**src/hdl/damped_follow_velocity_controller_defines.svh**
```systemverilog
// Assertion macros shared by the damped follow velocity controller.
`ifndef DAMPED_FOLLOW_VELOCITY_CONTROLLER_DEFINES_SVH
`define DAMPED_FOLLOW_VELOCITY_CONTROLLER_DEFINES_SVH

// Same-cycle implication, checked on every rising clock edge outside reset.
`define DFVC_ASSERT_NOW(label, clk, rst, ante, cons, msg) \
   label: assert property (@(posedge clk) disable iff (rst) (ante) |-> (cons)) \
      else $error(msg);

// Next-cycle implication, checked on every rising clock edge outside reset.
`define DFVC_ASSERT_NEXT(label, clk, rst, ante, cons, msg) \
   label: assert property (@(posedge clk) disable iff (rst) (ante) |=> (cons)) \
      else $error(msg);

`endif

```
**src/hdl/dfvc_pkg.sv**
```systemverilog
// Types, constants and register map of the damped follow velocity controller.
`timescale 1ns / 1ps

package dfvc_pkg;

   // Request kinds
   localparam logic [1:0] REQ_TICK      = 2'd0;
   localparam logic [1:0] REQ_PRIMARY   = 2'd1;
   localparam logic [1:0] REQ_SECONDARY = 2'd2;

   // Register map, index = paddr[4:2]
   localparam int          PADDR_W     = 5;
   localparam logic [2:0]  REG_ENABLE  = 3'd0;
   localparam logic [2:0]  REG_DEAD    = 3'd1;
   localparam logic [2:0]  REG_DAMPING = 3'd2;
   localparam logic [2:0]  REG_SP_X    = 3'd3;
   localparam logic [2:0]  REG_SP_Z    = 3'd4;
   localparam logic [2:0]  REG_GAIN_X  = 3'd5;
   localparam logic [2:0]  REG_GAIN_Z  = 3'd6;
   localparam logic [2:0]  REG_LIMIT   = 3'd7;

   // Register reset values
   localparam logic               RST_ENABLE  = 1'b1;
   localparam logic [14:0]        RST_DEAD    = 15'd26;
   localparam logic [7:0]         RST_DAMPING = 8'd30;
   localparam logic signed [15:0] RST_SP_X    = 16'sd0;
   localparam logic signed [15:0] RST_SP_Z    = 16'sd154;
   localparam logic signed [15:0] RST_GAIN_X  = 16'sd1280;
   localparam logic signed [15:0] RST_GAIN_Z  = 16'sd256;
   localparam logic [14:0]        RST_LIMIT   = 15'd256;

   // Default secondary hold-off in milliseconds
   localparam int HOLD_OFF_MS_DEF = 500;

   // Arithmetic widths: numerator, dividend (numerator magnitude / 256), divisor
   localparam int NUM_W       = 34;
   localparam int DVD_W       = 24;
   localparam int DVS_W       = 9;
   localparam int DIV_BITS    = 2;
   localparam int DIV_CYCLES  = DVD_W / DIV_BITS;
   localparam int DIV_CNT_W   = $clog2(DIV_CYCLES);

   typedef struct packed {
      logic [1:0]         req_type;
      logic signed [15:0] target_x_pos;
      logic signed [15:0] target_z_pos;
      logic [31:0]        time_ms;
   } req_item_type;

   typedef struct packed {
      logic signed [15:0] linear_cmd;
      logic signed [15:0] angular_cmd;
   } rsp_item_type;

   typedef struct packed {
      logic               enable;
      logic [14:0]        dead_band;
      logic [7:0]         damping;
      logic signed [15:0] setpoint_x;
      logic signed [15:0] setpoint_z;
      logic signed [15:0] gain_x;
      logic signed [15:0] gain_z;
      logic [14:0]        speed_limit;
   } cfg_type;

   // Commands from the controller to the datapath
   typedef struct packed {
      logic tgt_primary;
      logic tgt_secondary;
      logic err_en;
      logic mul_en;
      logic sum_en;
      logic div_load;
      logic div_step;
      logic commit;
   } cmd_type;

endpackage

```
**src/hdl/dfvc_div.sv**
```systemverilog
// Restoring unsigned divider lane, two quotient bits per step.
`timescale 1ns / 1ps

module dfvc_div (
   input  logic                          clock,
   input  logic                          load,
   input  logic                          step,
   input  logic [dfvc_pkg::DVD_W-1:0]    dividend,
   input  logic [dfvc_pkg::DVS_W-1:0]    divisor,
   output logic [dfvc_pkg::DVD_W-1:0]    quotient
);

   logic [dfvc_pkg::DVD_W-1:0] dvd_ff, dvd_in;
   logic [dfvc_pkg::DVS_W-1:0] rem_ff, rem_in;

   // Two dependent shift-and-subtract steps; quotient bits shift in at the bottom.
   always_comb begin
      logic [dfvc_pkg::DVD_W-1:0] d;
      logic [dfvc_pkg::DVS_W-1:0] r;
      logic [dfvc_pkg::DVS_W:0]   sh;
      d = dvd_ff;
      r = rem_ff;
      for (int i = 0; i < dfvc_pkg::DIV_BITS; i++) begin
         sh = {r, d[dfvc_pkg::DVD_W-1]};
         if (sh >= {1'b0, divisor}) begin
            sh = sh - {1'b0, divisor};
            d  = {d[dfvc_pkg::DVD_W-2:0], 1'b1};
         end else begin
            d  = {d[dfvc_pkg::DVD_W-2:0], 1'b0};
         end
         r = sh[dfvc_pkg::DVS_W-1:0];
      end
      if (load) begin
         dvd_in = dividend;
         rem_in = '0;
      end else if (step) begin
         dvd_in = d;
         rem_in = r;
      end else begin
         dvd_in = dvd_ff;
         rem_in = rem_ff;
      end
   end

   always_ff @(posedge clock) begin
      dvd_ff <= dvd_in;
      rem_ff <= rem_in;
   end

   assign quotient = dvd_ff;

endmodule

```
**src/hdl/dfvc_ctrl.sv**
```systemverilog
// Sequencing state machine of the damped follow velocity controller.
`timescale 1ns / 1ps

module dfvc_ctrl (
   input  logic                clock,
   input  logic                reset,
   input  logic                req_valid,
   input  logic [1:0]          req_type,
   input  logic                enable,
   input  logic                out_free,
   output logic                busy,
   output dfvc_pkg::cmd_type   cmd
);

   localparam logic [2:0] ST_IDLE = 3'd0;
   localparam logic [2:0] ST_ERR  = 3'd1;
   localparam logic [2:0] ST_MUL  = 3'd2;
   localparam logic [2:0] ST_SUM  = 3'd3;
   localparam logic [2:0] ST_LOAD = 3'd4;
   localparam logic [2:0] ST_DIV  = 3'd5;
   localparam logic [2:0] ST_POST = 3'd6;

   logic [2:0]                     state_ff, state_in;
   logic [dfvc_pkg::DIV_CNT_W-1:0] cnt_ff, cnt_in;
   logic                           accept;

   assign busy   = (state_ff != ST_IDLE);
   assign accept = req_valid && !busy;

   // Next state and commands
   always_comb begin
      state_in = state_ff;
      cnt_in   = cnt_ff;
      cmd      = '0;
      case (state_ff)
         ST_IDLE: begin
            cmd.tgt_primary   = accept && (req_type == dfvc_pkg::REQ_PRIMARY);
            cmd.tgt_secondary = accept && (req_type == dfvc_pkg::REQ_SECONDARY);
            if (accept && (req_type == dfvc_pkg::REQ_TICK) && enable) begin
               state_in = ST_ERR;
            end
         end
         ST_ERR: begin
            cmd.err_en = 1'b1;
            state_in   = ST_MUL;
         end
         ST_MUL: begin
            cmd.mul_en = 1'b1;
            state_in   = ST_SUM;
         end
         ST_SUM: begin
            cmd.sum_en = 1'b1;
            state_in   = ST_LOAD;
         end
         ST_LOAD: begin
            cmd.div_load = 1'b1;
            cnt_in       = '0;
            state_in     = ST_DIV;
         end
         ST_DIV: begin
            cmd.div_step = 1'b1;
            cnt_in       = cnt_ff + 1'b1;
            if (cnt_ff == dfvc_pkg::DIV_CNT_W'(dfvc_pkg::DIV_CYCLES - 1)) begin
               state_in = ST_POST;
            end
         end
         ST_POST: begin
            if (out_free) begin
               cmd.commit = 1'b1;
               state_in   = ST_IDLE;
            end
         end
         default: begin
            state_in = ST_IDLE;
         end
      endcase
   end

   always_ff @(posedge clock) begin
      if (reset) begin
         state_ff <= ST_IDLE;
         cnt_ff   <= '0;
      end else begin
         state_ff <= state_in;
         cnt_ff   <= cnt_in;
      end
   end

endmodule

```
**src/hdl/dfvc_dp.sv**
```systemverilog
// Datapath: target latch, error, products, damped division and output shaping.
`timescale 1ns / 1ps

module dfvc_dp #(
   parameter int HOLD_OFF_MS = dfvc_pkg::HOLD_OFF_MS_DEF
) (
   input  logic                    clock,
   input  logic                    reset,
   input  dfvc_pkg::cmd_type       cmd,
   input  dfvc_pkg::cfg_type       cfg,
   input  dfvc_pkg::req_item_type  req_data,
   output dfvc_pkg::rsp_item_type  result
);

   // Controller state
   logic signed [15:0] latched_x_ff, latched_x_in;
   logic signed [15:0] latched_z_ff, latched_z_in;
   logic signed [15:0] prev_lin_ff, prev_lin_in;
   logic signed [15:0] prev_ang_ff, prev_ang_in;
   logic [31:0]        stamp_ff, stamp_in;

   // Pipeline registers
   logic signed [16:0] err_x_ff, err_x_in, err_z_ff, err_z_in;
   logic signed [24:0] pp_lin_ff, pp_lin_in, pp_ang_ff, pp_ang_in;
   logic signed [32:0] pe_lin_ff, pe_lin_in, pe_ang_ff, pe_ang_in;
   logic               sgn_lin_ff, sgn_lin_in, sgn_ang_ff, sgn_ang_in;
   logic [dfvc_pkg::DVD_W-1:0] dvd_lin_ff, dvd_lin_in, dvd_ang_ff, dvd_ang_in;

   logic signed [dfvc_pkg::NUM_W-1:0] num_lin, num_ang, mag_lin, mag_ang;
   logic [dfvc_pkg::DVS_W-1:0] divisor;
   logic [dfvc_pkg::DVD_W-1:0] q_lin, q_ang;
   logic [31:0]                since_primary;
   logic                       hold_pass;
   logic signed [15:0]         lin_cmd, ang_val, ang_neg;
   logic [14:0]                lin_mag;

   // Secondary targets inside the hold-off window are dropped
   assign since_primary = req_data.time_ms - stamp_ff;
   assign hold_pass     = (since_primary >= 32'(HOLD_OFF_MS));

   // Target latch and primary timestamp; an enabled tick returns the target to setpoint
   always_comb begin
      latched_x_in = latched_x_ff;
      latched_z_in = latched_z_ff;
      stamp_in     = stamp_ff;
      if (cmd.tgt_primary) begin
         stamp_in     = req_data.time_ms;
         latched_x_in = req_data.target_x_pos;
         latched_z_in = req_data.target_z_pos;
      end else if (cmd.tgt_secondary && hold_pass) begin
         latched_x_in = req_data.target_x_pos;
         latched_z_in = req_data.target_z_pos;
      end else if (cmd.commit) begin
         latched_x_in = cfg.setpoint_x;
         latched_z_in = cfg.setpoint_z;
      end
   end

   // Errors against the setpoints, exact in 17 bits
   assign err_x_in = cmd.err_en ? ({latched_x_ff[15], latched_x_ff} -
                                   {cfg.setpoint_x[15], cfg.setpoint_x}) : err_x_ff;
   assign err_z_in = cmd.err_en ? ({latched_z_ff[15], latched_z_ff} -
                                   {cfg.setpoint_z[15], cfg.setpoint_z}) : err_z_ff;

   // Damping times previous command, and error times gain
   assign pp_lin_in = cmd.mul_en ? $signed({1'b0, cfg.damping}) * prev_lin_ff : pp_lin_ff;
   assign pp_ang_in = cmd.mul_en ? $signed({1'b0, cfg.damping}) * prev_ang_ff : pp_ang_ff;
   assign pe_lin_in = cmd.mul_en ? err_z_ff * cfg.gain_z : pe_lin_ff;
   assign pe_ang_in = cmd.mul_en ? err_x_ff * cfg.gain_x : pe_ang_ff;

   // Numerator in signed 34-bit Q26.8, split into sign and magnitude / 256
   assign num_lin = {{(dfvc_pkg::NUM_W - 33){pp_lin_ff[24]}}, pp_lin_ff, 8'd0} +
                    {{(dfvc_pkg::NUM_W - 33){pe_lin_ff[32]}}, pe_lin_ff};
   assign num_ang = {{(dfvc_pkg::NUM_W - 33){pp_ang_ff[24]}}, pp_ang_ff, 8'd0} +
                    {{(dfvc_pkg::NUM_W - 33){pe_ang_ff[32]}}, pe_ang_ff};
   assign mag_lin = num_lin[dfvc_pkg::NUM_W-1] ? -num_lin : num_lin;
   assign mag_ang = num_ang[dfvc_pkg::NUM_W-1] ? -num_ang : num_ang;

   assign sgn_lin_in = cmd.sum_en ? num_lin[dfvc_pkg::NUM_W-1] : sgn_lin_ff;
   assign sgn_ang_in = cmd.sum_en ? num_ang[dfvc_pkg::NUM_W-1] : sgn_ang_ff;
   assign dvd_lin_in = cmd.sum_en ? mag_lin[dfvc_pkg::DVD_W+7:8] : dvd_lin_ff;
   assign dvd_ang_in = cmd.sum_en ? mag_ang[dfvc_pkg::DVD_W+7:8] : dvd_ang_ff;

   // Divisor is damping + 1; the 256 scale was taken off the dividend
   assign divisor = {1'b0, cfg.damping} + dfvc_pkg::DVS_W'(1);

   dfvc_div u_div_lin (
      .clock    (clock),
      .load     (cmd.div_load),
      .step     (cmd.div_step),
      .dividend (dvd_lin_ff),
      .divisor  (divisor),
      .quotient (q_lin)
   );

   dfvc_div u_div_ang (
      .clock    (clock),
      .load     (cmd.div_load),
      .step     (cmd.div_step),
      .dividend (dvd_ang_ff),
      .divisor  (divisor),
      .quotient (q_ang)
   );

   // Linear command: dead band, then clamp to the speed limit
   always_comb begin
      if (q_lin < {9'd0, cfg.dead_band}) begin
         lin_mag = '0;
      end else if (q_lin > {9'd0, cfg.speed_limit}) begin
         lin_mag = cfg.speed_limit;
      end else begin
         lin_mag = q_lin[14:0];
      end
      lin_cmd = sgn_lin_ff ? -$signed({1'b0, lin_mag}) : $signed({1'b0, lin_mag});
   end

   // Angular command: dead band, 16-bit saturation, then saturating negation
   always_comb begin
      if (q_ang < {9'd0, cfg.dead_band}) begin
         ang_val = '0;
      end else if (!sgn_ang_ff) begin
         ang_val = (q_ang > 24'd32767) ? 16'sh7FFF : $signed(q_ang[15:0]);
      end else begin
         ang_val = (q_ang >= 24'd32768) ? 16'sh8000 : -$signed(q_ang[15:0]);
      end
      ang_neg = (ang_val == 16'sh8000) ? 16'sh7FFF : -ang_val;
   end

   assign prev_lin_in = cmd.commit ? lin_cmd : prev_lin_ff;
   assign prev_ang_in = cmd.commit ? ang_val : prev_ang_ff;

   assign result.linear_cmd  = lin_cmd;
   assign result.angular_cmd = ang_neg;

   // State registers
   always_ff @(posedge clock) begin
      if (reset) begin
         latched_x_ff <= dfvc_pkg::RST_SP_X;
         latched_z_ff <= dfvc_pkg::RST_SP_Z;
         prev_lin_ff  <= '0;
         prev_ang_ff  <= '0;
         stamp_ff     <= '0;
      end else begin
         latched_x_ff <= latched_x_in;
         latched_z_ff <= latched_z_in;
         prev_lin_ff  <= prev_lin_in;
         prev_ang_ff  <= prev_ang_in;
         stamp_ff     <= stamp_in;
      end
   end

   // Pipeline registers
   always_ff @(posedge clock) begin
      err_x_ff   <= err_x_in;
      err_z_ff   <= err_z_in;
      pp_lin_ff  <= pp_lin_in;
      pp_ang_ff  <= pp_ang_in;
      pe_lin_ff  <= pe_lin_in;
      pe_ang_ff  <= pe_ang_in;
      sgn_lin_ff <= sgn_lin_in;
      sgn_ang_ff <= sgn_ang_in;
      dvd_lin_ff <= dvd_lin_in;
      dvd_ang_ff <= dvd_ang_in;
   end

endmodule

```
**src/hdl/damped_follow_velocity_controller.sv**
```systemverilog
// Damped follow velocity controller top level: register port, output register, units.
// Target requests do not make the block busy and may arrive back to back while it is idle.
// A tick request passes through error, products, sum, load, 12 two-bit divide steps and
// commit; no new request is taken until the commit, which waits for a free output register.
// Synchronous active-high reset restores register defaults and clears the state.
`timescale 1ns / 1ps

`include "damped_follow_velocity_controller_defines.svh"

module damped_follow_velocity_controller #(
   parameter int HOLD_OFF_MS = dfvc_pkg::HOLD_OFF_MS_DEF
) (
   input  logic                             clock,
   input  logic                             reset,
   // Request channel
   input  logic                             req_valid,
   output logic                             req_stall,
   input  dfvc_pkg::req_item_type           req_data,
   // Result channel
   output logic                             rsp_valid,
   input  logic                             rsp_stall,
   output dfvc_pkg::rsp_item_type           rsp_data,
   // Register port
   input  logic                             psel,
   input  logic                             penable,
   input  logic                             pwrite,
   input  logic [dfvc_pkg::PADDR_W-1:0]     paddr,
   input  logic [31:0]                      pwdata,
   output logic [31:0]                      prdata,
   output logic                             pready
);

   dfvc_pkg::cfg_type      cfg_ff, cfg_in;
   dfvc_pkg::cmd_type      cmd;
   dfvc_pkg::rsp_item_type result;
   dfvc_pkg::rsp_item_type rsp_data_ff, rsp_data_in;
   logic                   rsp_valid_ff, rsp_valid_in;
   logic                   busy, out_free, cfg_wr;
   logic [2:0]             reg_idx;
   logic                   tick_go;

   assign pready  = 1'b1;
   assign reg_idx = paddr[dfvc_pkg::PADDR_W-1:2];
   assign cfg_wr  = psel && penable && pwrite && pready;

   // Register writes
   always_comb begin
      cfg_in = cfg_ff;
      if (cfg_wr) begin
         case (reg_idx)
            dfvc_pkg::REG_ENABLE:  cfg_in.enable      = pwdata[0];
            dfvc_pkg::REG_DEAD:    cfg_in.dead_band   = pwdata[14:0];
            dfvc_pkg::REG_DAMPING: cfg_in.damping     = pwdata[7:0];
            dfvc_pkg::REG_SP_X:    cfg_in.setpoint_x  = pwdata[15:0];
            dfvc_pkg::REG_SP_Z:    cfg_in.setpoint_z  = pwdata[15:0];
            dfvc_pkg::REG_GAIN_X:  cfg_in.gain_x      = pwdata[15:0];
            dfvc_pkg::REG_GAIN_Z:  cfg_in.gain_z      = pwdata[15:0];
            dfvc_pkg::REG_LIMIT:   cfg_in.speed_limit = pwdata[14:0];
            default: begin
            end
         endcase
      end
   end

   // Register reads, signed fields sign-extended
   always_comb begin
      case (reg_idx)
         dfvc_pkg::REG_ENABLE:  prdata = {31'd0, cfg_ff.enable};
         dfvc_pkg::REG_DEAD:    prdata = {17'd0, cfg_ff.dead_band};
         dfvc_pkg::REG_DAMPING: prdata = {24'd0, cfg_ff.damping};
         dfvc_pkg::REG_SP_X:    prdata = {{16{cfg_ff.setpoint_x[15]}}, cfg_ff.setpoint_x};
         dfvc_pkg::REG_SP_Z:    prdata = {{16{cfg_ff.setpoint_z[15]}}, cfg_ff.setpoint_z};
         dfvc_pkg::REG_GAIN_X:  prdata = {{16{cfg_ff.gain_x[15]}}, cfg_ff.gain_x};
         dfvc_pkg::REG_GAIN_Z:  prdata = {{16{cfg_ff.gain_z[15]}}, cfg_ff.gain_z};
         dfvc_pkg::REG_LIMIT:   prdata = {17'd0, cfg_ff.speed_limit};
         default:               prdata = '0;
      endcase
   end

   always_ff @(posedge clock) begin
      if (reset) begin
         cfg_ff.enable      <= dfvc_pkg::RST_ENABLE;
         cfg_ff.dead_band   <= dfvc_pkg::RST_DEAD;
         cfg_ff.damping     <= dfvc_pkg::RST_DAMPING;
         cfg_ff.setpoint_x  <= dfvc_pkg::RST_SP_X;
         cfg_ff.setpoint_z  <= dfvc_pkg::RST_SP_Z;
         cfg_ff.gain_x      <= dfvc_pkg::RST_GAIN_X;
         cfg_ff.gain_z      <= dfvc_pkg::RST_GAIN_Z;
         cfg_ff.speed_limit <= dfvc_pkg::RST_LIMIT;
      end else begin
         cfg_ff <= cfg_in;
      end
   end

   // Controller and datapath
   dfvc_ctrl u_ctrl (
      .clock     (clock),
      .reset     (reset),
      .req_valid (req_valid),
      .req_type  (req_data.req_type),
      .enable    (cfg_ff.enable),
      .out_free  (out_free),
      .busy      (busy),
      .cmd       (cmd)
   );

   dfvc_dp #(
      .HOLD_OFF_MS (HOLD_OFF_MS)
   ) u_dp (
      .clock    (clock),
      .reset    (reset),
      .cmd      (cmd),
      .cfg      (cfg_ff),
      .req_data (req_data),
      .result   (result)
   );

   assign req_stall = busy;

   // Output register holds a finished result until the receiver takes it
   assign out_free     = !rsp_valid_ff || !rsp_stall;
   assign rsp_valid_in = cmd.commit || (rsp_valid_ff && rsp_stall);
   assign rsp_data_in  = cmd.commit ? result : rsp_data_ff;

   always_ff @(posedge clock) begin
      if (reset) begin
         rsp_valid_ff <= 1'b0;
      end else begin
         rsp_valid_ff <= rsp_valid_in;
      end
   end

   always_ff @(posedge clock) begin
      rsp_data_ff <= rsp_data_in;
   end

   assign rsp_valid = rsp_valid_ff;
   assign rsp_data  = rsp_data_ff;

   // An enabled tick request accepted at this edge
   assign tick_go = req_valid && !req_stall && cfg_ff.enable &&
                    (req_data.req_type == dfvc_pkg::REQ_TICK);

   // A new result only ever follows a commit of the controller
   `DFVC_ASSERT_NOW(a_result_from_commit, clock, reset, $rose(rsp_valid_ff), $past(cmd.commit), "result without commit")

   // After a commit the block is ready for the next request
   `DFVC_ASSERT_NEXT(a_idle_after_commit, clock, reset, cmd.commit, !req_stall, "busy after commit")

   // An accepted enabled tick starts the computation
   `DFVC_ASSERT_NEXT(a_tick_starts, clock, reset, tick_go, req_stall, "tick did not start")

endmodule

```
**config.mk**
```make
export PLATFORM = sky130hd
export DESIGN_NAME = damped_follow_velocity_controller
export DESIGN_NICKNAME = d
export VERILOG_FILES = /design/src/hdl/dfvc_pkg.sv /design/src/hdl/dfvc_div.sv /design/src/hdl/dfvc_ctrl.sv /design/src/hdl/dfvc_dp.sv /design/src/hdl/damped_follow_velocity_controller.sv
export VERILOG_INCLUDE_DIRS = /design/src /design/src/hdl
export SDC_FILE = /design/constraint.sdc
export NUM_CORES = 2
export LEC_CHECK = 0
export ABC_CLOCK_PERIOD_IN_PS = 12300
export BUFFER_PORTS_ARGS = -buffer_cell sky130_fd_sc_hd__buf_2
export CAP_MARGIN = 20
export CORE_MARGIN = 2
export CORE_UTILIZATION = 53
export DETAILED_ROUTE_END_ITERATION = 8
export GPL_ROUTABILITY_DRIVEN = 0
export PLACE_DENSITY = 0.67
export SLEW_MARGIN = 0
export SYNTH_ARGS = -nofsm -noshare
export SYNTH_HDL_FRONTEND = slang
export SYNTH_SLANG_ARGS = --single-unit
```
**constraint.sdc**
```tcl
create_clock -name clock -period 12.3 [get_ports clock]
set_clock_uncertainty 0.05 [all_clocks]
set_input_delay 2.46 -clock clock [delete_from_list [all_inputs] [get_ports clock]]
set_output_delay 2.46 -clock clock [all_outputs]
set_load 0.05 [all_outputs]
```
Yosys cells after proc, flatten, opt, wreduce, memory -nomap -nowiden
Cells that the tools add are included.
Widths: inputs -> output; s select.
{"block": "word_totals", "memories": 0, "output_inout_bits": 67, "latchBits": 0, "regBits": 505, "ramBits": 0, "romBits": 0, "inputBits": 110, "wordCells": 153}
{"block": "op_classes", "eq_ne": 20, "order_cmp": 10, "muxes": 41, "addsub": 16, "multipliers": 4, "n_reduce_logical": 30, "shift": 0, "n_bitwise": 0, "div": 0}
{"op": "$pmux 32 s8", "n": 1}
{"op": "$mux 16", "n": 11}
{"op": "$mux 24", "n": 4}
{"op": "$add 33x33->34", "n": 2}
{"op": "$mul 17x16->33", "n": 2}
{"op": "$mux 32", "n": 2}
{"op": "$neg 32->32", "n": 2}
{"op": "$mul 9x16->25", "n": 2}
{"op": "$lt 24x15->1", "n": 2}
{"op": "$ge 10x9->1", "n": 4}
{"op": "$mux 9", "n": 4}
{"op": "$sub 9x9->9", "n": 4}
{"op": "$sub 16x16->17", "n": 2}
{"op": "$ge 32x9->1 const B", "n": 1}
{"op": "$neg 16->16", "n": 2}
{"op": "$sub 32x32->32", "n": 1}
{"op": "$mux 15", "n": 2}
{"op": "$ge 24x16->1 const B", "n": 1}
{"op": "$gt 24x15->1", "n": 1}
{"op": "$gt 24x15->1 const B", "n": 1}
{"op": "$eq 3x3->1 const B", "n": 7}
{"op": "$pmux 3 s7", "n": 1}
{"op": "$eq 16x16->1 const B", "n": 1}
{"op": "$neg 15->16", "n": 1}
{"op": "other kinds (22)", "n": 60}

Depth between registers and ports, before layout
{"block": "depth", "depth_word": 8, "depth_mapped": 27, "depth_no_buf": 25}

Cells and area by module
A second synthesis with hierarchy kept.
{"block": "hier_totals", "hier_cells": 6567, "area_unflattened_um2": 60460.5}
{"module": "dfvc_dp", "seq_area_each_um2": 7927.6, "cells_each": 5455, "area_each_um2": 49556.3, "instances": 1}
{"module": "damped_follow_velocity_controller", "seq_area_each_um2": 3042.9, "cells_each": 608, "area_each_um2": 5738.0, "instances": 1}
{"module": "dfvc_div", "seq_area_each_um2": 900.9, "cells_each": 227, "area_each_um2": 2374.8, "instances": 2}
{"module": "dfvc_ctrl", "seq_area_each_um2": 140.1, "cells_each": 50, "area_each_um2": 416.6, "instances": 1}

Worst setup path before layout
Ideal clock, no wire load.
{"block": "synth_path", "kind": "reg-to-reg", "from": "register u_ctrl.state_ff[0]", "to": "register u_dp.pe_ang_ff[0] (enable)", "t_arrival_ps": 9094, "stages_incl_launch_ff": 4, "period_less_slack_ps": 9901, "setup_time_ps": 757, "slack_ps": 2399, "required_ps": 11493, "n_path_buf": 2, "cell_sequence": "dfxtp_1 > clkbuf_1 > clkbuf_1 > nor3b_1"}
{"block": "synth_via", "elab_chain_len": 2}
{"element": "start: declaration", "line_no": "dfvc_ctrl.sv:23", "rtl": "logic [2:0] state_ff, state_in;"}
{"element": "start signal: assignment", "line_no": "dfvc_ctrl.sv:84", "rtl": "state_ff <= state_in;"}
{"element": "$eq 3x2->1", "line_no": "dfvc_ctrl.sv:35", "rtl": "case (state_ff)"}
{"element": "$mux 1", "line_no": "dfvc_ctrl.sv:35"}
{"element": "end signal: assignment", "line_no": "dfvc_dp.sv:159", "rtl": "pe_ang_ff <= pe_ang_in;"}
{"element": "end: declaration", "line_no": "dfvc_dp.sv:25", "rtl": "logic signed [32:0] pe_lin_ff, pe_lin_in, pe_ang_ff, pe_ang_in;"}
No other way between the ends.
A chain may end at the register's enable or synchronous reset.

Worst setup path in the final report
{"block": "layout_path", "from": "register cfg_ff[32] (netlist bit)", "to": "register u_dp.pe_ang_ff[31] (data pin)"}
{"block": "layout_via", "elab_chain_len": 1}
{"element": "start: declaration", "line_no": "damped_follow_velocity_controller.sv:33", "rtl": "dfvc_pkg::cfg_type cfg_ff, cfg_in;"}
{"element": "start signal: assignment", "line_no": "damped_follow_velocity_controller.sv:91", "rtl": "cfg_ff <= cfg_in;"}
{"element": "$mul 17x16->33", "line_no": "dfvc_dp.sv:69", "rtl": "assign pe_ang_in = cmd.mul_en ? err_x_ff * cfg.gain_x : pe_ang_ff;"}
No other way between the ends.

==> results.cfg <==
[status]
status = completed

[route]
ant_nets = 0
drc = 0
firstDrtPassIters = 8
drtIter0Drc = 3042
num_vias = 45300
routed_wl_mm = 155
wire_per_inst_um = 19.2
vias_per_cell = 5.63

[power]
p_total_w = 0.00465
peakVddDrop_uv = 94.7
p_per_area_mw_per_mm2 = 73.6
p_leak_nw = 28.8

[floorplan]
die_h_um = 339
core-area_mm2 = 0.111
initial_core_util = 0.535
placementRows = 122
chipWidth_um = 339
dieArea_mm2 = 0.115
num_io_pins = 177

[synthesis]
synth_fp_nets = 7874
yosysUniqueCellTypes = 89
ys_ff_latch = 505
syn_avg_cell_area_um2 = 9.08
synth_ff_type = edfxtp_1
synth-edff-count = 280
syn_area_mm2 = 0.0593
yosysWarnings = 0
postSynthCellCount = 6534
yosysSeqAreaShare = 0.218
postSynth.asyncResetShare = 0

[sta]
relSlewSlack = 0.198
fin_tns_setup_ps = 0
tightestPinTransition_ps = 1200
hold_viol_final = 0
fmax_mhz = 122
slew_violations = 0
post-route-period-util = 0.666
fin_crit_ps = 8200
rsz0062_at_grt = false
finalSetupViolations = 0

[clocking]
cts_root_buffer = clkbuf_16
post-cts-setup-buffers = 0
ctsHoldBuffers = 0
cts_tree = built
ctsResizeCount = 0
cts_buffer_depth = 3
clkSlewWorstSetupHoldPaths_ps = 60
cts.sinks = 505
cts_buffers = 58
insertion_delay_ps = 660
htreeDepth = 2

[cells_and_area]
design_area_mm2 = 0.0632
final_nets = 7841
area_growth_pct = 6.56
layout-drive-gt1-share = 0.0649

[global_routing]
grt_pass1_vias = 46000
antenna_found_initial = 19
grt_pass1_wl_mm = 249
overflow = 0
grt_use_total = 0.273
grt_start_max_net_pins = 87

[place]
place_area_mm2 = 0.0611
portBuffers = 157
hpwl_mm = 119

[worst_setup_path]
slowest_delay_ps = 950
crit_type = flip-flop to flip-flop
r2r_start = cfg_ff[32]
start_kind = flip-flop
crit_path_cell_trace = nand2_1 > inv_1 > fa_1 > inv_1 > fa_1 > inv_1 > fa_1 > fa_1 > fa_1 > inv_1 > fa_1 > inv_1 > ha_1 > and4_1 > and3_1 > or4b_2 > a21oi_1 > o21ai_0 > o41ai_1 > o2111ai_1 > a21oi_1 > xnor2_1
cp_max_fo = 19
arrival_ps = 8540
critical_path_buf_inv_count = 5
cp.required_ps = 12650
critical_path.top_delay_family = adder cells
cp_slowest_cell = dfxtp_1
crit_start = cfg_ff[32]
crit_path_frequent_cell = fa_1
critPathCaptureType = flip-flop

[hold_path]
min_path_type = flip-flop to flip-flop
worstHoldStart = u_dp.u_div_lin.rem_ff[8]

[job]
cap_viol_max_count = 0
-- area by class of cell --
| cell class | count | area, um^2 |
|---|---|---|
| fillers | 9902 | 47600 |
| multi-input cells | 4666 | 41300 |
| flip-flops and latches | 505 | 12900 |
| inverters | 1077 | 4040 |
| well taps | 1488 | 1860 |
| clock buffers | 68 | 1560 |
| repair buffers | 193 | 1090 |
| clock inverters | 42 | 457 |
| diodes | 14 | 35.0 |
-- power by group --
part | internal, W | switching (W)
registers | 0.00183 | 0.0000620
clock network | 0.00108 | 0.000765
logic | 0.000367 | 0.000548
total | 0.00327 | 0.00138
-- cells by family (layout without fill, tap and decap cells) --
family	count (synthesis)	after routing	synth area share
AOI/OAI and AO/OA	1011	1011	0.109
xor gates and xnor gates	284	284	0.0419
adders and majority gates	1230	1230	0.356
buffers and inverters	1363	1380	0.0879
DFF	505	505	0.218
muxes	126	126	0.0247
other	1	15	0.0000632
and+or+nand+nor	2014	2014	0.163
-- tightest hold or removal path, stage by stage, from the launching register on --
cell and delay [ps]:
dfxtp_1 310, nand2_1 50, nand2_1 40
-- layer usage --
metal	vias up	routed length, um	GRT usage
met5	-	52	0
met4	8	7310	0.115
met3	336	10200	0.0469
met2	1368	75200	0.464
met1	22500	61800	0.343
li1	21100	-	-
-- registers in the layout (all words and copies together), names as in the netlist, 3 cells and up --
signal                   flops
cfg_ff                     103
rsp_data                    32
u_ctrl.cnt_ff                4
u_ctrl.state_ff              3
u_dp.dvd_ang_ff             24
u_dp.dvd_lin_ff             24
u_dp.err_x_ff               17
u_dp.err_z_ff               17
u_dp.latched_x_ff           16
u_dp.latched_z_ff           16
u_dp.pe_ang_ff              33
u_dp.pe_lin_ff              33
u_dp.pp_ang_ff              25
u_dp.pp_lin_ff              25
u_dp.prev_ang_ff            16
u_dp.prev_lin_ff            16
u_dp.stamp_ff               32
u_dp.u_div_ang.quotient     24
u_dp.u_div_ang.rem_ff        9
u_dp.u_div_lin.quotient     24
u_dp.u_div_lin.rem_ff        9
-- Yosys cell counts (78+ instances only) --
cell | n | area share
a21oi_1 | 361 | 0.030
and2_1 | 431 | 0.045
clkbuf_1 | 236 | 0.015
dfxtp_1 | 225 | 0.076
edfxtp_1 | 280 | 0.14
fa_1 | 765 | 0.26
ha_1 | 465 | 0.098
inv_1 | 1073 | 0.068
nand2_1 | 848 | 0.054
nor2_1 | 308 | 0.019
nor3_1 | 78 | 0.0066
o21ai_0 | 186 | 0.016
xnor2_1 | 214 | 0.032
-- worst paths after layout --
| check | endpoint | cells after the start | slack [ps] |
|---|---|---|---|
| hold / removal | u_dp.u_div_lin.rem_ff[8] | 2 | 390 |
| setup reg to reg | u_dp.pe_ang_ff[31] | 22 | 4100 |
| hold reg to reg | u_dp.u_div_lin.rem_ff[8] | 2 | 390 |
| setup / recovery | u_dp.pe_ang_ff[31] | 22 | 4100 |
-- placed cells by master, fill, tap and decap left out, drive strengths merged, types with 16 or more instances in the layout --
master / Yosys / final
or3: 26 / 26
dfxtp: 225 / 225
a31oi: 20 / 20
nor3: 79 / 79
nor4: 19 / 19
nand2b: 48 / 48
nor2b: 43 / 43
a211oi: 40 / 40
and3: 27 / 27
o21bai: 26 / 26
o221ai: 22 / 22
clkinv: 3 / 27
and2: 431 / 431
inv: 1074 / 1080
mux2i: 54 / 54
a21o: 74 / 74
o31ai: 19 / 19
edfxtp: 280 / 280
a21oi: 361 / 361
or2: 24 / 24
nand4: 38 / 38
nand3: 69 / 69
o311a: 16 / 16
nor2: 309 / 309
mux2: 62 / 62
nand2: 848 / 848
buf: 50 / 193
o21a: 38 / 38
xnor2: 214 / 214
clkbuf: 236 / 68
xor2: 70 / 70
ha: 465 / 465
o21ai: 193 / 193
a21boi: 17 / 17
o211ai: 45 / 45
fa: 765 / 765
-- per-stage QoR --
stage | std cells | worst slack (ps) | util | hold slack, ps
2_1_floorplan | 6534 | 2400 | - | 367
3_3_place_gp | 7923 | 4310 | 0.551 | 380
3_5_place_dp | 7925 | 4220 | 0.551 | 384
4_1_cts | 8035 | 4200 | 0.570 | 394
5_1_grt | 8041 | 3680 | 0.570 | 426
6_report | 8053 | 4100 | 0.570 | 395
(Power assumes the default switching activity.)
